$ cat config.mk
export PLATFORM = sky130hd
export DESIGN_NAME = rvcg_div
export DESIGN_NICKNAME = d
export VERILOG_FILES = /design/src/rtl/rvcg_div.sv
export SDC_FILE = /design/constraint.sdc
export NUM_CORES = 1
export LEC_CHECK = 0
export BUFFER_PORTS_ARGS = -buffer_cell sky130_fd_sc_hd__buf_2
export CORE_MARGIN = 2
export CORE_UTILIZATION = 40
export DETAILED_ROUTE_END_ITERATION = 6
export PLACE_DENSITY = 0.61
export SLEW_MARGIN = 20
export SYNTH_ARGS = -nofsm -noshare
export SYNTH_HDL_FRONTEND = slang
export SYNTH_SLANG_ARGS = --single-unit
export TNS_END_PERCENT = 10
$ cat constraint.sdc
create_clock -name clk -period 5.8 [get_ports clk]
set_clock_uncertainty 0.2 [all_clocks]
set_input_delay 0.58 -clock clk [delete_from_list [all_inputs] [get_ports clk]]
set_output_delay 0.58 -clock clk [all_outputs]
set_load 0.02 [all_outputs]
$ cat src/rtl/rvcg_div.sv
// ----------------------------------------------------------------------------
// Pipelined restoring divider
// One quotient bit per stage, integer bits then fraction bits, with remainder.
// ----------------------------------------------------------------------------
`timescale 1ns / 1ps
`default_nettype none

module rvcg_div #(
  parameter int NUM_W = 10,
  parameter int FRAC  = 0,
  parameter int DEN_W = 10,
  parameter int PAD   = 0
) (
  input  wire logic                   clk,
  input  wire logic                   en,
  input  wire logic [NUM_W-1:0]       num,
  input  wire logic [DEN_W-1:0]       den,
  output logic      [NUM_W+FRAC-1:0]  quo,
  output logic      [DEN_W-1:0]       rem
);

  localparam int STEPS = NUM_W + FRAC;

  logic [DEN_W-1:0] rem_r [STEPS];
  logic [STEPS-1:0] q_r   [STEPS];
  logic [NUM_W-1:0] num_r [NUM_W-1];

  for (genvar i = 0; i < STEPS; i++) begin : g_step
    logic [DEN_W-1:0] rem_in;
    logic [STEPS-1:0] q_in;
    logic             nb;
    logic [DEN_W:0]   trial;
    logic             ge;

    if (i == 0) begin : g_first
      assign rem_in = '0;
      assign q_in   = '0;
      assign nb     = num[NUM_W-1];
    end else begin : g_next
      assign rem_in = rem_r[i-1];
      assign q_in   = q_r[i-1];
      if (i < NUM_W) begin : g_bit
        assign nb = num_r[i-1][NUM_W-1-i];
      end else begin : g_zero
        assign nb = 1'b0;
      end
    end

    if (i < NUM_W - 1) begin : g_num
      always_ff @(posedge clk) begin
        if (en) begin
          num_r[i] <= (i == 0) ? num : num_r[(i == 0) ? 0 : i-1];
        end
      end
    end

    assign trial = {rem_in, nb};
    assign ge    = (trial >= {1'b0, den});

    always_ff @(posedge clk) begin
      if (en) begin
        rem_r[i] <= ge ? DEN_W'(trial - {1'b0, den}) : DEN_W'(trial);
        q_r[i]   <= {q_in[STEPS-2:0], ge};
      end
    end
  end

  if (PAD > 0) begin : g_pad
    logic [STEPS-1:0] qp [PAD];
    logic [DEN_W-1:0] rp [PAD];
    for (genvar j = 0; j < PAD; j++) begin : g_dly
      always_ff @(posedge clk) begin
        if (en) begin
          qp[j] <= (j == 0) ? q_r[STEPS-1]   : qp[(j == 0) ? 0 : j-1];
          rp[j] <= (j == 0) ? rem_r[STEPS-1] : rp[(j == 0) ? 0 : j-1];
        end
      end
    end
    assign quo = qp[PAD-1];
    assign rem = rp[PAD-1];
  end else begin : g_nopad
    assign quo = q_r[STEPS-1];
    assign rem = rem_r[STEPS-1];
  end

endmodule

`default_nettype wire

==> results.tsv <==
metric	value	unit
ys_warn_count	0	
ant_nets	0	
final_cells	1279	
grt_usage	15.0	%
cp-start-kind	input pin	
core	0.0279	mm2
syn_area_per_cell	13.8	um2
drv_slew	0	
reg2reg_depth	9	
layout-drive-gt1-share	20.2	%
tns	0	ns
reg2reg_to	rem_r[2][8]$_DFFE_PP_	
ioPinCount	42	
yosysTopAreaCellShare	52.6	%
drv_cap	0	
cts_sinks	200	
min_from	num[0]	
reg2reg_slack	3.04	ns
vias	6643	
ctsResizeCount	0	
area_delta_synth_final	11.2	%
path_clk_slew	0.08	ns
n_fill_cell	2549	
ys_types	40	
hold_buffers	0	
start_util	40.9	%
slew-limit-headroom	47.5	%
fin_area	0.0127	mm2
holdCritPathClass	input pin to flip-flop	
power	0.00603	W
drc	0	
min_path_cells	1	
fmax	0.340	GHz
period_share	50.7	%
async_flop_share	0	%
wl	22.0	mm
rows	61	
ys_top_cells_by_count	edfxtp_1, ha_1, mux2_4	
leakagePower	4.99	nW
max_stage_delay	0.52	ns
io_buffers	41	
crit_fanout	9	
synth_edf_count	200	
finalHoldViolations	0	
grt-ovfl-total	0	
peakVddDrop	0.170	mV
postSynthCellCount	826	
antenna_found_initial	0	
clk_path_buf_depth	2	
drt_iter0_markers	371	
first_global_vias	6577	
htree_levels	4	
netlist_area	0.0114	mm2
synth_area_leader_cell	edfxtp_1	
routedWlPerCell	17.2	um
drt_pass1_iterations	7	
dpl_cell_area	0.0121	mm2
critPathCaptureType	flip-flop	
powerDensity	475	mW/mm2
worstPathArrival	2.92	ns
rsz0062_at_grt	false	
via_per_inst	5.19	
root_buffer	clkbuf_16	
holdPathEnd	num_r[0][0]$_DFFE_PP_	
die_area	0.0299	mm2
cts_tree	done	
nets	1011	
die_x	173	um
cts_setup_buffers	0	
crit_chain	buf_2 > inv_1 > ha_1 > nand2_1 > nor4_1 > a2111oi_2 > o21a_4 > inv_4 > mux2_4	
critPathTopFamily	buffers and inverters	
yosysMostFrequentCell	edfxtp_1	
tightest_slew	0.788	ns
min_period	2.94	ns
hpwlAfterDp	15.2	mm
worstPathRequired	5.78	ns
place_inst	1247	
status	finished clean	
ys_seq_area_share	52.6	%
synth_flop_cell	edfxtp_1	
worstPathBufferInverterCount	3	
setup_viol	0	
ys_seq_elements	200	
synth_nets	949	
die_h	173	um
grt_pass1_wl	35.3	mm
cp_slowest_cell	inv_1	
numCtsBuffers	17	
synth.area.top_cells	edfxtp_1, ha_1, mux2_4	
n_antenna_cell	0	
crit_type	input pin to flip-flop	
gp_congestion	0.839	
clk_latency	0.44	ns
grt_max_degree	93	
timing.rr.start	num_r[0][17]$_DFFE_PP_	
## flip-flops by register name (all words and copies together), names as in the netlist
name   cells
rem_r    100
num_r     45
q_r       55
## cell usage in the layout, fill, tap and decap left out, types with 19 or more instances in the layout
cell | netlist | routed
a21oi_1 | 50 | 50
buf_2 | 1 | 40
edfxtp_1 | 200 | 200
ha_1 | 92 | 92
inv_1 | 38 | 38
mux2_4 | 63 | 63
nand2_1 | 46 | 46
nor2_1 | 29 | 29
nor4_1 | 19 | 19
xnor2_1 | 45 | 45
## per-stage QoR
| step | utilization [%] | setup slack (ns) | hold WS, ns |
|---|---|---|---|
| after floorplan | - | 2.75 | 0.200 |
| after global placement | 43.4 | 2.42 | 0.201 |
| after detailed placement | 43.4 | 2.36 | 0.205 |
| after CTS | 45.5 | 2.83 | 0.0975 |
| after global routing | 45.5 | 2.72 | 0.0904 |
| final | 45.5 | 2.86 | 0.114 |
## how the worst max path moves through the flow
stage          startpoint                     to  slack [ns]  cells past startpoint
3_5_place_dp       den[6]  rem_r[5][4]$_DFFE_PP_        2.36                      9
4_1_cts            den[6]  rem_r[5][4]$_DFFE_PP_        2.83                      9
3_3_place_gp       den[8]  rem_r[9][5]$_DFFE_PP_        2.42                      9
6_report           den[6]  rem_r[5][4]$_DFFE_PP_        2.86                      9
5_1_grt            den[5]  rem_r[1][6]$_DFFE_PP_        2.72                      9
2_1_floorplan      den[1]  rem_r[1][2]$_DFFE_PP_        2.75                      8
## worst register-to-register path: stages (launching register included)
cell and delay [ns]:
edfxtp_1 0.38, inv_1 0.09, ha_1 0.16, inv_1 0.05, fa_1 0.45, a211oi_1 0.29, o21bai_1 0.14, a221oi_1 0.39
xnor2_1 0.11, mux2_4 0.27
## routing by layer
metal  share of wire (%)  wire length [um]  vias up  track usage [%]
met1                  48             10500     3211             20.2
li1                    -                 -     3337                -
met4                 1.2               270        0             3.67
met3                 2.9               633       22             3.14
met5                   0                 0        -                0
met2                  48             10600       73             24.8
## logic make-up after synthesis
family	synth area share [%]
DFF	52.6
AOI/OAI and AO/OA	11.9
and+or+nand+nor	7.27
adders and majority gates	11.7
muxes	9.95
xor gates and xnor gates	4.83
buffers and inverters	1.82
## power breakdown
group	switching (W)	internal, W
Clock	0.000564	0.000604
Combinational	0.00125	0.00135
Sequential	0.000179	0.00209
## final cells by class
cell class,count,area [um2],share of cell area [%]
inverter,48,203,1.60
clock inverter,14,141,1.11
clock buffer,18,429,3.38
sequential,200,6010,47.3
multi-input combinational,577,5210,41.0
timing repair buffer,44,236,1.86
tap,378,473,3.72
(Power assumes the default switching activity.)
