--- src/rtl/rvcg_pkg.sv ---
// ----------------------------------------------------------------------------
// Ring vertex column generator package
// Shared widths, register indexes and CORDIC constants.
// ----------------------------------------------------------------------------
`timescale 1ns / 1ps
`default_nettype none

package rvcg_pkg;

  localparam int SIGN_COUNT       = 12;
  localparam int MAX_SEGMENTS_DEF = 64;

  localparam int COL_W      = 10;
  localparam int RAD_W      = 16;
  localparam int SEGF_W     = 7;
  localparam int POS_W      = 17;
  localparam int TEX_W      = 17;
  localparam int SIGN_W     = 4;
  localparam int ANG_W      = 18;
  localparam int CFG_IDX_W  = 2;
  localparam int CFG_DATA_W = 16;

  localparam int PHASE_W      = 24;
  localparam int TEX_FRAC     = 16;
  localparam int ANG_MUL      = 45;
  localparam int ANG_NUM_W    = 16;
  localparam int ANG_FRAC     = 11;
  localparam int CORDIC_STEPS = 16;
  localparam int CW           = 32;
  localparam int ZW           = 25;
  localparam int TRIG_W       = 16;
  localparam int TRIG_MAX     = 32767;
  localparam int CORDIC_START = 652032874;

  typedef enum logic [CFG_IDX_W-1:0] {
    REG_INNER    = 2'd0,
    REG_OUTER    = 2'd1,
    REG_SEGMENTS = 2'd2
  } cfg_reg_t;

  function automatic logic [ZW-1:0] arc_angle(input int step);
    logic [ZW-1:0] a;
    case (step)
      0:       a = ZW'(2097152);
      1:       a = ZW'(1238021);
      2:       a = ZW'(654136);
      3:       a = ZW'(332050);
      4:       a = ZW'(166668);
      5:       a = ZW'(83416);
      6:       a = ZW'(41718);
      7:       a = ZW'(20860);
      8:       a = ZW'(10430);
      9:       a = ZW'(5215);
      10:      a = ZW'(2608);
      11:      a = ZW'(1304);
      12:      a = ZW'(652);
      13:      a = ZW'(326);
      14:      a = ZW'(163);
      15:      a = ZW'(81);
      default: a = '0;
    endcase
    return a;
  endfunction

endpackage

`default_nettype wire

--- src/rtl/rvcg_cordic.sv ---
// ----------------------------------------------------------------------------
// Pipelined CORDIC rotator
// One rotation per stage, then rounding to Q1.15 and quadrant mapping.
// ----------------------------------------------------------------------------
`timescale 1ns / 1ps
`default_nettype none

module rvcg_cordic (
  input  wire logic                              clk,
  input  wire logic                              en,
  input  wire logic        [rvcg_pkg::PHASE_W-1:0] phase,
  output logic signed      [rvcg_pkg::TRIG_W-1:0]  cos_q,
  output logic signed      [rvcg_pkg::TRIG_W-1:0]  sin_q
);
  import rvcg_pkg::*;

  logic signed [CW-1:0] x_r [CORDIC_STEPS];
  logic signed [CW-1:0] y_r [CORDIC_STEPS];
  logic signed [ZW-1:0] z_r [CORDIC_STEPS];
  logic        [1:0]    quad_r [CORDIC_STEPS];

  function automatic logic signed [TRIG_W-1:0] to_q15(input logic signed [CW-1:0] v);
    logic signed [CW:0] t;
    logic signed [CW:0] r;
    logic signed [TRIG_W-1:0] o;
    t = $signed({v[CW-1], v}) + $signed((CW+1)'(16384));
    r = t >>> 15;
    if (r > $signed((CW+1)'(TRIG_MAX))) begin
      o = TRIG_W'(TRIG_MAX);
    end else if (r < -$signed((CW+1)'(TRIG_MAX))) begin
      o = -TRIG_W'(TRIG_MAX);
    end else begin
      o = r[TRIG_W-1:0];
    end
    return o;
  endfunction

  for (genvar i = 0; i < CORDIC_STEPS; i++) begin : g_rot
    logic signed [CW-1:0] x_in;
    logic signed [CW-1:0] y_in;
    logic signed [ZW-1:0] z_in;
    logic        [1:0]    q_in;
    logic                 d;

    if (i == 0) begin : g_first
      assign x_in = CW'(CORDIC_START);
      assign y_in = '0;
      assign z_in = $signed({{(ZW-PHASE_W+2){1'b0}}, phase[PHASE_W-3:0]});
      assign q_in = phase[PHASE_W-1:PHASE_W-2];
    end else begin : g_next
      assign x_in = x_r[i-1];
      assign y_in = y_r[i-1];
      assign z_in = z_r[i-1];
      assign q_in = quad_r[i-1];
    end

    assign d = ~z_in[ZW-1];

    always_ff @(posedge clk) begin
      if (en) begin
        x_r[i]    <= d ? x_in - (y_in >>> i) : x_in + (y_in >>> i);
        y_r[i]    <= d ? y_in + (x_in >>> i) : y_in - (x_in >>> i);
        z_r[i]    <= d ? z_in - $signed(arc_angle(i)) : z_in + $signed(arc_angle(i));
        quad_r[i] <= q_in;
      end
    end
  end

  logic signed [TRIG_W-1:0] c;
  logic signed [TRIG_W-1:0] s;

  assign c = to_q15(x_r[CORDIC_STEPS-1]);
  assign s = to_q15(y_r[CORDIC_STEPS-1]);

  always_ff @(posedge clk) begin
    if (en) begin
      case (quad_r[CORDIC_STEPS-1])
        2'd0:    begin cos_q <= c;  sin_q <= s;  end
        2'd1:    begin cos_q <= -s; sin_q <= c;  end
        2'd2:    begin cos_q <= -c; sin_q <= -s; end
        default: begin cos_q <= s;  sin_q <= -c; end
      endcase
    end
  end

endmodule

`default_nettype wire

--- config.mk ---
export PLATFORM = sky130hd
export DESIGN_NAME = rvcg_cordic
export DESIGN_NICKNAME = d
export VERILOG_FILES = /design/src/rtl/rvcg_pkg.sv /design/src/rtl/rvcg_cordic.sv
export SDC_FILE = /design/constraint.sdc
export NUM_CORES = 2
export LEC_CHECK = 0
export ABC_AREA = 1
export ABC_CLOCK_PERIOD_IN_PS = 12950
export BUFFER_PORTS_ARGS = -buffer_cell sky130_fd_sc_hd__buf_4
export CORE_ASPECT_RATIO = 1.5
export CORE_UTILIZATION = 30
export CTS_CLUSTER_DIAMETER = 120
export CTS_CLUSTER_SIZE = 40
export DETAILED_ROUTE_END_ITERATION = 10
export GPL_TIMING_DRIVEN = 0
export SYNTH_ARGS = -nofsm -noshare
export SYNTH_HDL_FRONTEND = slang
export SYNTH_SLANG_ARGS = --single-unit
--- constraint.sdc ---
create_clock -name clk -period 12.95 [get_ports clk]
set_input_delay 0.6475 -clock clk [delete_from_list [all_inputs] [get_ports clk]]
set_output_delay 0.6475 -clock clk [all_outputs]
set_load 0.01 [all_outputs]
==> results.py <==
metrics = {
    "yosys": {
        "synth_edf_count": 1280,
        "synth_top_family_by_area": "simple AND/OR/NAND/NOR gates",
        "synthCells": 12900,
        "yosys.area_share.simple": 0.174,
        "yosys.area_share.adder": 0.141,
        "synthMuxAreaShare": 0.0000923,
        "netlist_top_cells_area": "edfxtp_1 35%, ha_1 13%, xor2_1 8.8%",
        "yosys_most_used_dff": "edfxtp_1",
        "synthXorXnorAreaFrac": 0.130,
        "synth_top_area_cell": "edfxtp_1",
        "async_flop_share": 0,
        "syn_area_per_cell_sq_um": 8.40,
        "synth_compound_area_frac": 0.146,
        "netlist.area_leader.share": 0.355,
        "syn-cell-area_sq_um": 108000,
        "yosysSeqAreaShare": 0.355,
        "synth_cell_types": 70,
        "ys_ff_latch": 1280,
        "yosysWarningCount": 0,
    },
    "place": {
        "pre_cts_ws_ns": 6.39,
        "io_buffer_count": 57,
        "dp_cells": 17700,
        "place.gp.congestion": 1.04,
        "dpl.hpwl_mm": 277,
    },
    "clock_network": {
        "cts-htree-levels": 2,
        "clock_sinks": 1280,
        "max-clock-path-buffers": 3,
        "ctsHoldBuffers": 24,
        "postCtsSetupRepairBufs": 0,
        "cts_made_buffers": 44,
        "worstSkewPairLatency_ns": 0.83,
        "clock-root-buffer": "clkbuf_16",
        "cts_tree": "done",
        "cts_resized": 0,
        "clkTransAtPathRegs_ns": 0.14,
    },
    "layout": {
        "fin_util": 0.324,
        "drive_gt1_frac": 0.0213,
        "nNetsFinal": 14300,
        "final_common_cell": "nand2_1",
        "layout_common_cells": "2144 x nand2_1, 1459 x inv_1, 1280 x edfxtp_1, 1252 x a21oi_1, 1231 x nor2_1",
        "area_delta_synth_final_pct": 7.77,
        "layout.cells.non_filler": 17800,
    },
    "floorplan": {
        "core_sq_um": 360000,
        "io_pins": 58,
        "die_w_um": 493,
        "die_area_sq_um": 364000,
        "rows": 270,
        "dieHeight_um": 738,
        "start_util": 0.301,
    },
    "worst_setup_path": {
        "cp_max_fo": 24,
        "critPathArrivalTime_ns": 7.04,
        "worst-path-buf-inv": 4,
        "crit_chain": "clkbuf_1 -> inv_1 -> clkbuf_1 -> buf_2 -> o21ai_0 -> ha_1 -> nand3_1 -> nand2_1 -> a21oi_1 -> o21bai_1 -> a21oi_1 -> o21ai_0 -> a21boi_0 -> o21ai_0 -> a21oi_1 -> xnor2_1",
        "critical-path-top-delay-family": "compound AO/OA/AOI/OAI gates",
        "timing.rr.end": "x_r[0][247]$_DFFE_PP_",
        "timing.rr.start": "z_r[0][174]$_DFFE_PP_",
        "cp-start-kind": "flip-flop",
        "critPathMaxStageDelay_ns": 0.91,
        "r2r_setup_slack_ns": 6.46,
        "cpMaxStageDelayCell": "o21ai_0",
        "cp.depth": 16,
        "end_kind": "flip-flop",
        "cp_data_required_time_ns": 13.50,
        "r2r_cells": 16,
        "path_class": "flip-flop to flip-flop",
    },
    "timing": {
        "fin_ws_ns": 6.46,
        "finalHoldViolations": 0,
        "slew_viol_final": 0,
        "max_freq_mhz": 154,
        "fin_crit_ns": 6.49,
        "timing.final.crit_share": 0.501,
        "setup_violations": 0,
        "finClkSkew_ns": 0.0926,
        "tightest_slew_ns": 1.31,
        "slew_headroom": 0.130,
        "rsz0062_at_grt": "no",
    },
    "routing": {
        "routedWlPerCell_um": 18.5,
        "drtIter0Drc": 4005,
        "vias": 88500,
        "wirelength_mm": 329,
        "ant_nets": 0,
        "dr.pass1.iters": 6,
        "viasPerCell": 4.96,
        "post-route-drc-count": 0,
    },
    "min_path": {
        "hold_start": "en",
        "hp-class": "primary input to flip-flop",
        "worstHoldEndpoint": "y_r[0][191]$_DFFE_PP_",
        "min_delay_path_depth": 1,
    },
    "global_routing": {
        "grt_max_degree": 192,
        "first_global_vias": 91500,
        "grt_antenna_before_repair": 7,
        "grt_overflow_total": 0,
        "grt_util_all_layers": 0.177,
        "grt_first_pass_wirelength_mm": 502,
    },
    "status": {
        "status": "finished, final reports clean",
    },
    "job": {
        "drv_cap": 0,
    },
}
-- metrics by stage --
stage | setup TNS, ns | hold slack, ns | area (sq um)
final | 0 | 0.334 | 117000
after global routing | 0 | 0.311 | 117000
after CTS | 0 | 0.310 | 117000
after detailed placement | 0 | 0.405 | 115000
after global placement | -231.54 | 0.401 | 115000
after floorplan | 0 | 0.400 | 108000
-- worst max path at each step --
stage               slack [ns]                   from                     to
floorplan                 8.61  z_r[1][149]$_DFFE_PP_  x_r[1][218]$_DFFE_PP_
detailed placement        6.39  z_r[0][174]$_DFFE_PP_  x_r[0][247]$_DFFE_PP_
finish                    6.46  z_r[0][174]$_DFFE_PP_  x_r[0][247]$_DFFE_PP_
global placement         -0.47                     en    z_r[0][6]$_DFFE_PP_
global route              6.21  z_r[0][174]$_DFFE_PP_  x_r[0][247]$_DFFE_PP_
CTS                       6.33  z_r[0][174]$_DFFE_PP_  x_r[0][247]$_DFFE_PP_
-- metal layers --
metal	vias to the layer above	share of wire	GRT usage
met4	0	0.10	0.157
met5	-	0	0
li1	44900	-	-
met3	969	0.023	0.0154
met1	40900	0.31	0.139
met2	1730	0.57	0.375
-- cell usage after synthesis, types with 32 or more instances --
cell type	number
a21boi_0	96
a21o_1	61
a21oi_1	1252
a221oi_1	51
a31oi_1	107
clkbuf_1	94
edfxtp_1	1280
fa_1	36
ha_1	1160
inv_1	1459
nand2_1	2144
nand3_1	369
nand4_1	190
nor2_1	1231
nor3_1	272
nor4_1	82
o211ai_1	49
o21a_1	100
o21ai_0	741
o21ai_1	51
o21bai_1	116
o31ai_1	49
or2_2	32
xnor2_1	519
xor2_1	1088
-- kinds of logic after synthesis --
family / count (synthesis)
AOI/OAI and AO/OA: 2780
xor gates and xnor gates: 1608
adders and majority gates: 1196
buffers and inverters: 1590
DFF: 1280
muxes: 1
other: 1
and+or+nand+nor: 4456
-- sequential cells by signal, indices dropped and copies added, names as in the netlist --
name    cells
quad_r     32
x_r       433
sin_q      16
z_r       348
cos_q      16
y_r       435
-- worst register-to-register path: cells and delay by family (launching register included) --
kind | cells | cell delay (ns)
simple gates | 2 | 0.19
xor+xnor | 1 | 0.16
fa+ha+maj | 1 | 0.40
flops | 1 | 0.76
compound gates | 8 | 2.86
buf+inv | 4 | 1.86
-- layout make-up --
cell class / count / area, sq um
antenna: 8 / 20.0
buffer: 114 / 480
clock buffer: 45 / 1100
clock inverter: 26 / 428
fill: 38100 / 243000
inverter: 1476 / 5540
multi-input combinational: 10000 / 64000
sequential: 1280 / 38400
tap: 4760 / 5960
timing repair buffer: 89 / 896
Power is left out: the tool's default activity adds up to more than one toggle a clock period on the data nets, which glitch-free logic cannot reach.
